File: config.mk
export PLATFORM = sky130hd
export DESIGN_NAME = ordered_unique_set_table_unit_flat
export DESIGN_NICKNAME = d
export VERILOG_FILES = /design/src/design/osut_pkg.sv /design/src/design/osut_if.sv /design/src/design/osut_cell.sv /design/src/design/ordered_unique_set_table_unit.sv /design/src/flat_wrapper.sv
export SDC_FILE = /design/constraint.sdc
export NUM_CORES = 2
export LEC_CHECK = 0
export ABC_AREA = 1
export BUFFER_PORTS_ARGS = -buffer_cell sky130_fd_sc_hd__buf_2
export CORE_AREA = 4 4 364 276
export CTS_CLUSTER_SIZE = 10
export DETAILED_ROUTE_END_ITERATION = 6
export DIE_AREA = 0 0 368 280
export GPL_ROUTABILITY_DRIVEN = 0
export PLACE_DENSITY_LB_ADDON = 0.1
export SLEW_MARGIN = 20
export SYNTH_ARGS = -nofsm -noshare
export SYNTH_HDL_FRONTEND = slang
export SYNTH_HIERARCHICAL = 1
export SYNTH_SLANG_ARGS = --single-unit
File: constraint.sdc
create_clock -name clk -period 19 [get_ports clk]
set_clock_uncertainty 0.2 [all_clocks]
set_input_delay 1.9 -clock clk [delete_from_list [all_inputs] [get_ports clk]]
set_output_delay 1.9 -clock clk [all_outputs]
set_load 0.05 [all_outputs]
File: src/design/osut_pkg.sv
`default_nettype none
package osut_pkg;

  localparam int CMD_W    = 3;
  localparam int KEY_W    = 32;
  localparam int POS_W    = 4;
  localparam int STATUS_W = 3;
  localparam int COUNT_W  = 5;

  localparam logic [CMD_W-1:0] CMD_ADD       = 3'd0;
  localparam logic [CMD_W-1:0] CMD_FIND      = 3'd1;
  localparam logic [CMD_W-1:0] CMD_READ      = 3'd2;
  localparam logic [CMD_W-1:0] CMD_RM_POS    = 3'd3;
  localparam logic [CMD_W-1:0] CMD_RM_KEY    = 3'd4;
  localparam logic [CMD_W-1:0] CMD_RM_LAST   = 3'd5;
  localparam logic [CMD_W-1:0] CMD_CLEAR     = 3'd6;

  localparam logic [STATUS_W-1:0] ST_DONE    = 3'd0;
  localparam logic [STATUS_W-1:0] ST_ABSENT  = 3'd1;
  localparam logic [STATUS_W-1:0] ST_PRESENT = 3'd2;
  localparam logic [STATUS_W-1:0] ST_FULL    = 3'd3;
  localparam logic [STATUS_W-1:0] ST_ZERO    = 3'd4;

  typedef struct packed {
    logic [CMD_W-1:0] cmd;
    logic [KEY_W-1:0] key;
    logic [POS_W-1:0] position;
  } in_item_t;

  typedef struct packed {
    logic [STATUS_W-1:0] status;
    logic [POS_W-1:0]    found_position;
    logic [KEY_W-1:0]    read_key;
    logic [COUNT_W-1:0]  entry_count;
  } out_item_t;

  // per-cycle command to every cell
  typedef struct packed {
    logic apply;
    logic add;
    logic drop;
  } cell_ctl_t;

endpackage
`default_nettype wire

File: src/design/osut_if.sv
`default_nettype none
interface osut_in_if;
  logic               valid;
  logic               ready;
  osut_pkg::in_item_t payload;
  modport source(output valid, output payload, input ready);
  modport sink(input valid, input payload, output ready);
endinterface

interface osut_out_if;
  logic                valid;
  logic                ready;
  osut_pkg::out_item_t payload;
  modport source(output valid, output payload, input ready);
  modport sink(input valid, input payload, output ready);
endinterface
`default_nettype wire

File: src/design/osut_cell.sv
`default_nettype none
module osut_cell #(
  parameter int KEY_WIDTH = 32,
  parameter int IW        = 4,
  parameter int CW        = 5,
  parameter int INDEX     = 0
) (
  input  wire logic                      clk,
  input  wire logic [KEY_WIDTH-1:0]      key_i,
  input  wire logic [osut_pkg::POS_W-1:0] pos_i,
  input  wire logic [KEY_WIDTH-1:0]      next_key_i,
  input  wire logic [CW-1:0]             count_i,
  input  wire logic [IW-1:0]             tgt_i,
  input  wire osut_pkg::cell_ctl_t       ctl_i,
  output logic [KEY_WIDTH-1:0]           key_o,
  output logic                           match_o,
  output logic [IW-1:0]                  idx_o,
  output logic [KEY_WIDTH-1:0]           rd_o
);

  logic [KEY_WIDTH-1:0] entry_r;
  logic [KEY_WIDTH-1:0] entry_nxt;
  logic                 live;

  assign live    = CW'(INDEX) < count_i;
  assign match_o = live && (entry_r == key_i);
  assign idx_o   = match_o ? IW'(INDEX) : '0;
  assign rd_o    = (live && (INDEX == int'(pos_i))) ? entry_r : '0;
  assign key_o   = entry_r;

  always_comb begin
    entry_nxt = entry_r;
    if (ctl_i.apply && ctl_i.add && (count_i == CW'(INDEX))) begin
      entry_nxt = key_i;
    end else if (ctl_i.apply && ctl_i.drop && (IW'(INDEX) >= tgt_i)) begin
      entry_nxt = next_key_i;
    end
  end

  always_ff @(posedge clk) begin
    entry_r <= entry_nxt;
  end

endmodule
`default_nettype wire

File: src/design/ordered_unique_set_table_unit.sv
// a command accepted when idle is latched, searched across all cells in the look state
// and applied in the apply state; the next is taken once idle with the output free
// a remove shifts every cell at or above the target down one place in the apply state
// reset: synchronous active-low rst_n empties the table (count zero) and the output register
// table contents are not cleared, only positions below the count are ever read
`default_nettype none
module ordered_unique_set_table_unit #(
  parameter int DEPTH     = 16,
  parameter int KEY_WIDTH = 32
) (
  input wire logic clk,
  input wire logic rst_n,
  osut_in_if.sink    in_chan,
  osut_out_if.source out_chan
);

  localparam int IW = $clog2(DEPTH);
  localparam int CW = $clog2(DEPTH + 1);

  localparam logic [1:0] S_IDLE  = 2'd0;
  localparam logic [1:0] S_LOOK  = 2'd1;
  localparam logic [1:0] S_APPLY = 2'd2;

  logic [1:0] state_r, state_nxt;
  logic [CW-1:0] count_r, count_nxt;
  logic out_valid_r, out_valid_nxt;
  osut_pkg::out_item_t out_r;

  logic [osut_pkg::CMD_W-1:0] cmd_r;
  logic [KEY_WIDTH-1:0]       key_r;
  logic [osut_pkg::POS_W-1:0] pos_r;

  logic [IW-1:0] tgt_r, tgt_nxt;
  logic add_r, add_nxt, drop_r, drop_nxt, clr_r, clr_nxt;
  logic [osut_pkg::STATUS_W-1:0] status_r, status_nxt;
  logic [osut_pkg::POS_W-1:0]    fpos_r, fpos_nxt;
  logic [osut_pkg::KEY_W-1:0]    rkey_r, rkey_nxt;

  logic in_fire;
  osut_pkg::cell_ctl_t ctl;

  logic [KEY_WIDTH-1:0] cell_key [DEPTH];
  logic [KEY_WIDTH-1:0] cell_rd  [DEPTH];
  logic [IW-1:0]        cell_idx [DEPTH];
  logic [DEPTH-1:0]     cell_match;

  logic                 hit;
  logic [IW-1:0]        hit_idx;
  logic [KEY_WIDTH-1:0] rd_bus;
  logic                 key_zero;
  logic                 pos_ok;

  assign in_chan.ready  = (state_r == S_IDLE) && (!out_valid_r || out_chan.ready);
  assign in_fire        = in_chan.valid && in_chan.ready;
  assign out_chan.valid = out_valid_r;
  assign out_chan.payload = out_r;

  assign ctl.apply = state_r == S_APPLY;
  assign ctl.add   = add_r;
  assign ctl.drop  = drop_r;

  for (genvar i = 0; i < DEPTH; i++) begin : g_cell
    logic [KEY_WIDTH-1:0] next_key;
    if (i == DEPTH - 1) begin : g_last
      assign next_key = '0;
    end else begin : g_mid
      assign next_key = cell_key[i+1];
    end
    osut_cell #(
      .KEY_WIDTH(KEY_WIDTH),
      .IW(IW),
      .CW(CW),
      .INDEX(i)
    ) u_cell (
      .clk(clk),
      .key_i(key_r),
      .pos_i(pos_r),
      .next_key_i(next_key),
      .count_i(count_r),
      .tgt_i(tgt_r),
      .ctl_i(ctl),
      .key_o(cell_key[i]),
      .match_o(cell_match[i]),
      .idx_o(cell_idx[i]),
      .rd_o(cell_rd[i])
    );
  end

  // keys are distinct, so at most one cell matches and the index is a plain or
  always_comb begin
    hit_idx = '0;
    rd_bus  = '0;
    for (int i = 0; i < DEPTH; i++) begin
      hit_idx = hit_idx | cell_idx[i];
      rd_bus  = rd_bus | cell_rd[i];
    end
  end

  assign hit      = |cell_match;
  assign key_zero = key_r == '0;
  assign pos_ok   = 32'(pos_r) < 32'(count_r);

  always_comb begin
    status_nxt = osut_pkg::ST_DONE;
    fpos_nxt   = '0;
    rkey_nxt   = '0;
    tgt_nxt    = '0;
    add_nxt    = 1'b0;
    drop_nxt   = 1'b0;
    clr_nxt    = 1'b0;
    case (cmd_r)
      osut_pkg::CMD_ADD: begin
        if (key_zero) begin
          status_nxt = osut_pkg::ST_ZERO;
        end else if (hit) begin
          status_nxt = osut_pkg::ST_PRESENT;
        end else if (count_r == CW'(DEPTH)) begin
          status_nxt = osut_pkg::ST_FULL;
        end else begin
          add_nxt = 1'b1;
        end
      end
      osut_pkg::CMD_FIND: begin
        if (key_zero) begin
          status_nxt = osut_pkg::ST_ZERO;
        end else if (!hit) begin
          status_nxt = osut_pkg::ST_ABSENT;
        end else begin
          fpos_nxt = osut_pkg::POS_W'(hit_idx);
        end
      end
      osut_pkg::CMD_READ: begin
        if (pos_ok) begin
          rkey_nxt = osut_pkg::KEY_W'(rd_bus);
        end else begin
          status_nxt = osut_pkg::ST_ABSENT;
        end
      end
      osut_pkg::CMD_RM_POS: begin
        if (pos_ok) begin
          drop_nxt = 1'b1;
          tgt_nxt  = IW'(pos_r);
        end else begin
          status_nxt = osut_pkg::ST_ABSENT;
        end
      end
      osut_pkg::CMD_RM_KEY: begin
        if (key_zero) begin
          status_nxt = osut_pkg::ST_ZERO;
        end else if (!hit) begin
          status_nxt = osut_pkg::ST_ABSENT;
        end else begin
          drop_nxt = 1'b1;
          tgt_nxt  = hit_idx;
        end
      end
      osut_pkg::CMD_RM_LAST: begin
        if (count_r != '0) begin
          drop_nxt = 1'b1;
          tgt_nxt  = IW'(count_r - CW'(1));
        end else begin
          status_nxt = osut_pkg::ST_ABSENT;
        end
      end
      osut_pkg::CMD_CLEAR: begin
        clr_nxt = 1'b1;
      end
      default: begin
        status_nxt = osut_pkg::ST_ABSENT;
      end
    endcase
  end

  always_comb begin
    state_nxt     = state_r;
    count_nxt     = count_r;
    out_valid_nxt = out_valid_r;
    if (out_chan.ready) begin
      out_valid_nxt = 1'b0;
    end
    case (state_r)
      S_IDLE: begin
        if (in_fire) begin
          state_nxt = S_LOOK;
        end
      end
      S_LOOK: begin
        state_nxt = S_APPLY;
      end
      S_APPLY: begin
        state_nxt     = S_IDLE;
        out_valid_nxt = 1'b1;
        if (clr_r) begin
          count_nxt = '0;
        end else if (add_r) begin
          count_nxt = count_r + CW'(1);
        end else if (drop_r) begin
          count_nxt = count_r - CW'(1);
        end
      end
      default: begin
        state_nxt = S_IDLE;
      end
    endcase
  end

  always_ff @(posedge clk) begin
    if (!rst_n) begin
      state_r     <= S_IDLE;
      count_r     <= '0;
      out_valid_r <= 1'b0;
      add_r       <= 1'b0;
      drop_r      <= 1'b0;
      clr_r       <= 1'b0;
    end else begin
      state_r     <= state_nxt;
      count_r     <= count_nxt;
      out_valid_r <= out_valid_nxt;
      if (state_r == S_LOOK) begin
        add_r  <= add_nxt;
        drop_r <= drop_nxt;
        clr_r  <= clr_nxt;
      end
    end
  end

  always_ff @(posedge clk) begin
    if (in_fire) begin
      cmd_r <= in_chan.payload.cmd;
      key_r <= KEY_WIDTH'(in_chan.payload.key);
      pos_r <= in_chan.payload.position;
    end
    if (state_r == S_LOOK) begin
      status_r <= status_nxt;
      fpos_r   <= fpos_nxt;
      rkey_r   <= rkey_nxt;
      tgt_r    <= tgt_nxt;
    end
    if (state_r == S_APPLY) begin
      out_r.status         <= status_r;
      out_r.found_position <= fpos_r;
      out_r.read_key       <= rkey_r;
      out_r.entry_count    <= osut_pkg::COUNT_W'(count_nxt);
    end
  end

  a_count_bound: assert property (@(posedge clk) disable iff (!rst_n)
    count_r <= CW'(DEPTH))
    else $error("entry count above depth");

  a_fire_to_look: assert property (@(posedge clk) disable iff (!rst_n)
    in_fire |=> state_r == S_LOOK)
    else $error("accepted transaction did not start search");

  a_ready_idle: assert property (@(posedge clk) disable iff (!rst_n)
    in_chan.ready |-> (state_r == S_IDLE))
    else $error("ready while busy");

  a_out_from_apply: assert property (@(posedge clk) disable iff (!rst_n)
    $rose(out_valid_r) |-> $past(state_r) == S_APPLY)
    else $error("result without apply cycle");

  a_clear_empties: assert property (@(posedge clk) disable iff (!rst_n)
    (state_r == S_APPLY) && clr_r |=> count_r == '0)
    else $error("clear left entries");

endmodule
`default_nettype wire

File: src/flat_wrapper.sv
// flat-port wrapper written by rule: the top's interface ports become plain ports
module ordered_unique_set_table_unit_flat 
#(
  parameter int DEPTH     = 16,
  parameter int KEY_WIDTH = 32
)
  (clk, rst_n, in_chan_valid, in_chan_payload, in_chan_ready, out_chan_valid, out_chan_payload, out_chan_ready);
  osut_in_if in_chan_i ();
  osut_out_if out_chan_i ();
  input wire logic clk;
  input wire logic rst_n;
  input wire logic [$bits(in_chan_i.valid)-1:0] in_chan_valid;
  input wire logic [$bits(in_chan_i.payload)-1:0] in_chan_payload;
  output wire logic [$bits(in_chan_i.ready)-1:0] in_chan_ready;
  output wire logic [$bits(out_chan_i.valid)-1:0] out_chan_valid;
  output wire logic [$bits(out_chan_i.payload)-1:0] out_chan_payload;
  input wire logic [$bits(out_chan_i.ready)-1:0] out_chan_ready;
  assign in_chan_i.valid = in_chan_valid;
  assign in_chan_i.payload = in_chan_payload;
  assign in_chan_ready = in_chan_i.ready;
  assign out_chan_valid = out_chan_i.valid;
  assign out_chan_payload = out_chan_i.payload;
  assign out_chan_i.ready = out_chan_ready;
  ordered_unique_set_table_unit #(.DEPTH(DEPTH), .KEY_WIDTH(KEY_WIDTH)) u_core (.clk(clk), .rst_n(rst_n), .in_chan(in_chan_i), .out_chan(out_chan_i));
endmodule
==> impl_metrics.ini <==
[sta]
finalCritPeriodShare_pct = 24.26
fin_tns_setup_ns = 0
min_period_ns = 4.610
slew_headroom_pct = 25.37
grt_setup_unrepaired = no
timing.hold.ws_ns = 0.2197
setup_viol = 0
drv_slew = 0
max_freq_mhz = 216.9
hold_viol_final = 0
fin_ws_ns = 14.39
tightest_slew_ns = 1.109

[grt]
grt_max_degree = 66
first_global_vias = 35750
grt_pass1_wl_um = 242700
gr-total-overflow = 0
grt_util_all_layers_pct = 32.24
antenna_found_initial = 6

[synth]
yosysTopAreaCell = edfxtp_1
avgSynthCellArea_um2 = 7.520
synth_top_area_share_pct = 44.13
syn_area_mm2 = 0.04341
synthTopCellsByArea = edfxtp_1 (44%), nand2_1 (16%), inv_1 (9.4%)
synthArstFlopShare_pct = 0
ys_seq_area_share_pct = 44.64
yosysUniqueCellTypes = 58
synthCells = 5773
ys_seq_elements = 649
yosysWarningCount = 6
ys.flop_type = edfxtp_1
synth_edf_count = 638

[detailed_routing]
first_iter_violations = 5898
wirelength_um = 169000
via_count = 39320
first_pass_iters = 6
viasPerCell = 5.457
drc = 0
wl_per_cell_um = 23.46
ant_nets = 0

[outcome]
outcome = finished clean

[cells_and_area]
synthToLayoutAreaGrowth_pct = 7.785
final_cells = 7206
num-fill-cells = 10050
drive_above_1_share_pct = 11.98
final_util_pct = 48.30
fin_nets = 5902
fin_area_mm2 = 0.04679

[worst_setup_path]
cpMostUsedCell = buf_2
crit_chain = buf_2 > nor2_1 > nor3_1 > buf_2
crit_start = out_chan_ready
worstReg2RegStart = u_core/key_r[13]$_DFFE_PP_
critPathMaxFanout = 2
slowest_stage = buf_2
end_kind = output pin
critPathMaxStageDelay_ns = 0.31
crit_path_start_kind = primary input
crit_type = in -> out
reg2reg_depth = 16
rr_endpoint = u_core/status_r[0]$_DFFE_PN_
r2r_slack_ns = 15.09
arrival_ns = 2.51
cp.required_ns = 16.90

[power_and_ir_drop]
power.leakage_nw = 23.09
power_density_mw_per_mm2 = 69.94
finalPower_mw = 3.273
ir_drop_mv = 0.06967

[placed_design]
place_area_mm2 = 0.04458
place_hpwl_um = 128400
port_buffers = 88
place_ws_ns = 14.38
dp_cells = 7086

[floorplanning]
ioPinCount = 89
start_util_pct = 44.82
rows = 99
die_y_um = 280
die_w_um = 368
core_area_mm2 = 0.09687
die_area_mm2 = 0.1030

[clocking]
cts.sinks = 649
cts_hold_buf = 0
cts.path.max_buffers = 3
root_buffer = clkbuf_16
clk_pin_slew_ns = 0.06
cts_tree = built
cts_resized = 0
htreeDepth = 3
clk_latency_ns = 0.67
numCtsBuffers = 79
post_cts_buffers = 0

[worst_hold_path]
hp-start = u_core/rkey_r[8]$_SDFFCE_PN0N_
holdPathStages = 0
worstHoldPathType = reg -> reg
min_to = u_core/out_chan.payload[13]$_DFFE_PP_

[job]
max_cap_violations = 0
-- final cells by class --
type                    instances  area (um2)  share of cell area [%]
flip-flops and latches        649       19380                   41.42
clock inverters                15       85.08                  0.1818
repair buffers                181        1179                   2.519
well taps                    1313        1643                   3.511
diodes                          1       2.502                0.005348
multi-input cells            3848       18270                   39.04
clock buffers                 104        2123                   4.538
inverters                    1095        4111                   8.787
-- state kept, by name, indices dropped and copies added (netlist names), 3 cells and up --
register / flops
u_core/out_chan.payload: 44
u_core/status_r: 3
u_core/cmd_r: 3
u_core/g_cell.u_cell/key_o: 512
u_core/count_r: 5
u_core/fpos_r: 4
u_core/rkey_r: 32
u_core/pos_r: 4
u_core/key_r: 32
u_core/tgt_r: 4
-- cells by family (layout without fill, tap and decap cells) --
| kind of cell | Yosys count | in the layout | synth area share, % |
|---|---|---|---|
| DFF | 649 | 649 | 44.64 |
| other | 16 | 65 | 0.1384 |
| and+or+nand+nor | 3108 | 3108 | 29.12 |
| buffers and inverters | 1324 | 1395 | 14.05 |
| AOI/OAI and AO/OA | 643 | 643 | 11.34 |
| adders and majority gates | 5 | 5 | 0.1441 |
| xor gates and xnor gates | 28 | 28 | 0.5649 |
-- cell usage in the layout, fill, tap and decap left out, types with 64 or more instances in the layout --
| master | count |
|---|---|
| o21ai_1 | 162 |
| nor2_1 | 848 |
| nand4_1 | 100 |
| buf_2 | 88 |
| clkbuf_16 | 81 |
| o21ai_2 | 342 |
| conb_1 | 64 |
| inv_1 | 1091 |
| nor4_1 | 147 |
| edfxtp_1 | 638 |
| nand2_1 | 1884 |
| o21ai_0 | 65 |
| buf_4 | 91 |
-- critical path: cells and delay by family --
kind	cells	cell delay, ns
simple gates	2	0.23
buf+inv	2	0.39
-- synthesized netlist by cell type (11+ instances only) --
library cell and n:
nand2_1 1884, inv_1 1092, nor2_1 850, edfxtp_1 638, o21ai_2 341, o21ai_1 162
nor4_1 148, buf_6 104, nand4_1 100, buf_4 78, o21ai_0 67, nand3_1 59
buf_2 31, a41oi_2 30, xor2_1 26, a21oi_1 16, conb_1 16, nor3_1 14
clkbuf_1 11, dfxtp_1 11, nand2_2 11
-- per-layer routing --
layer	GRT usage (%)	vias up	share of wire, %
met5	0	-	0.011
met4	7.717	2	2.5
met3	8.767	208	14
met2	44.70	2158	39
met1	49.48	18790	44
li1	-	18170	-
-- report_power, final --
| group | internal, mW | switching (mW) |
|---|---|---|
| Clock | 0.776 | 0.633 |
| Sequential | 1.57 | 0.0143 |
| Combinational | 0.0613 | 0.219 |
-- worst max path at each step --
| stage | end | cells after the start |
|---|---|---|
| 4_1_cts | in_chan_ready | 4 |
| 6_report | in_chan_ready | 4 |
| 3_5_place_dp | in_chan_ready | 4 |
| 5_1_grt | in_chan_ready | 4 |
| 2_1_floorplan | u_core/g_cell[1].u_cell/key_o[0]$_DFFE_PP_ | 5 |
| 3_3_place_gp | in_chan_ready | 4 |
Note: power is estimated with default switching activity, not from simulation.
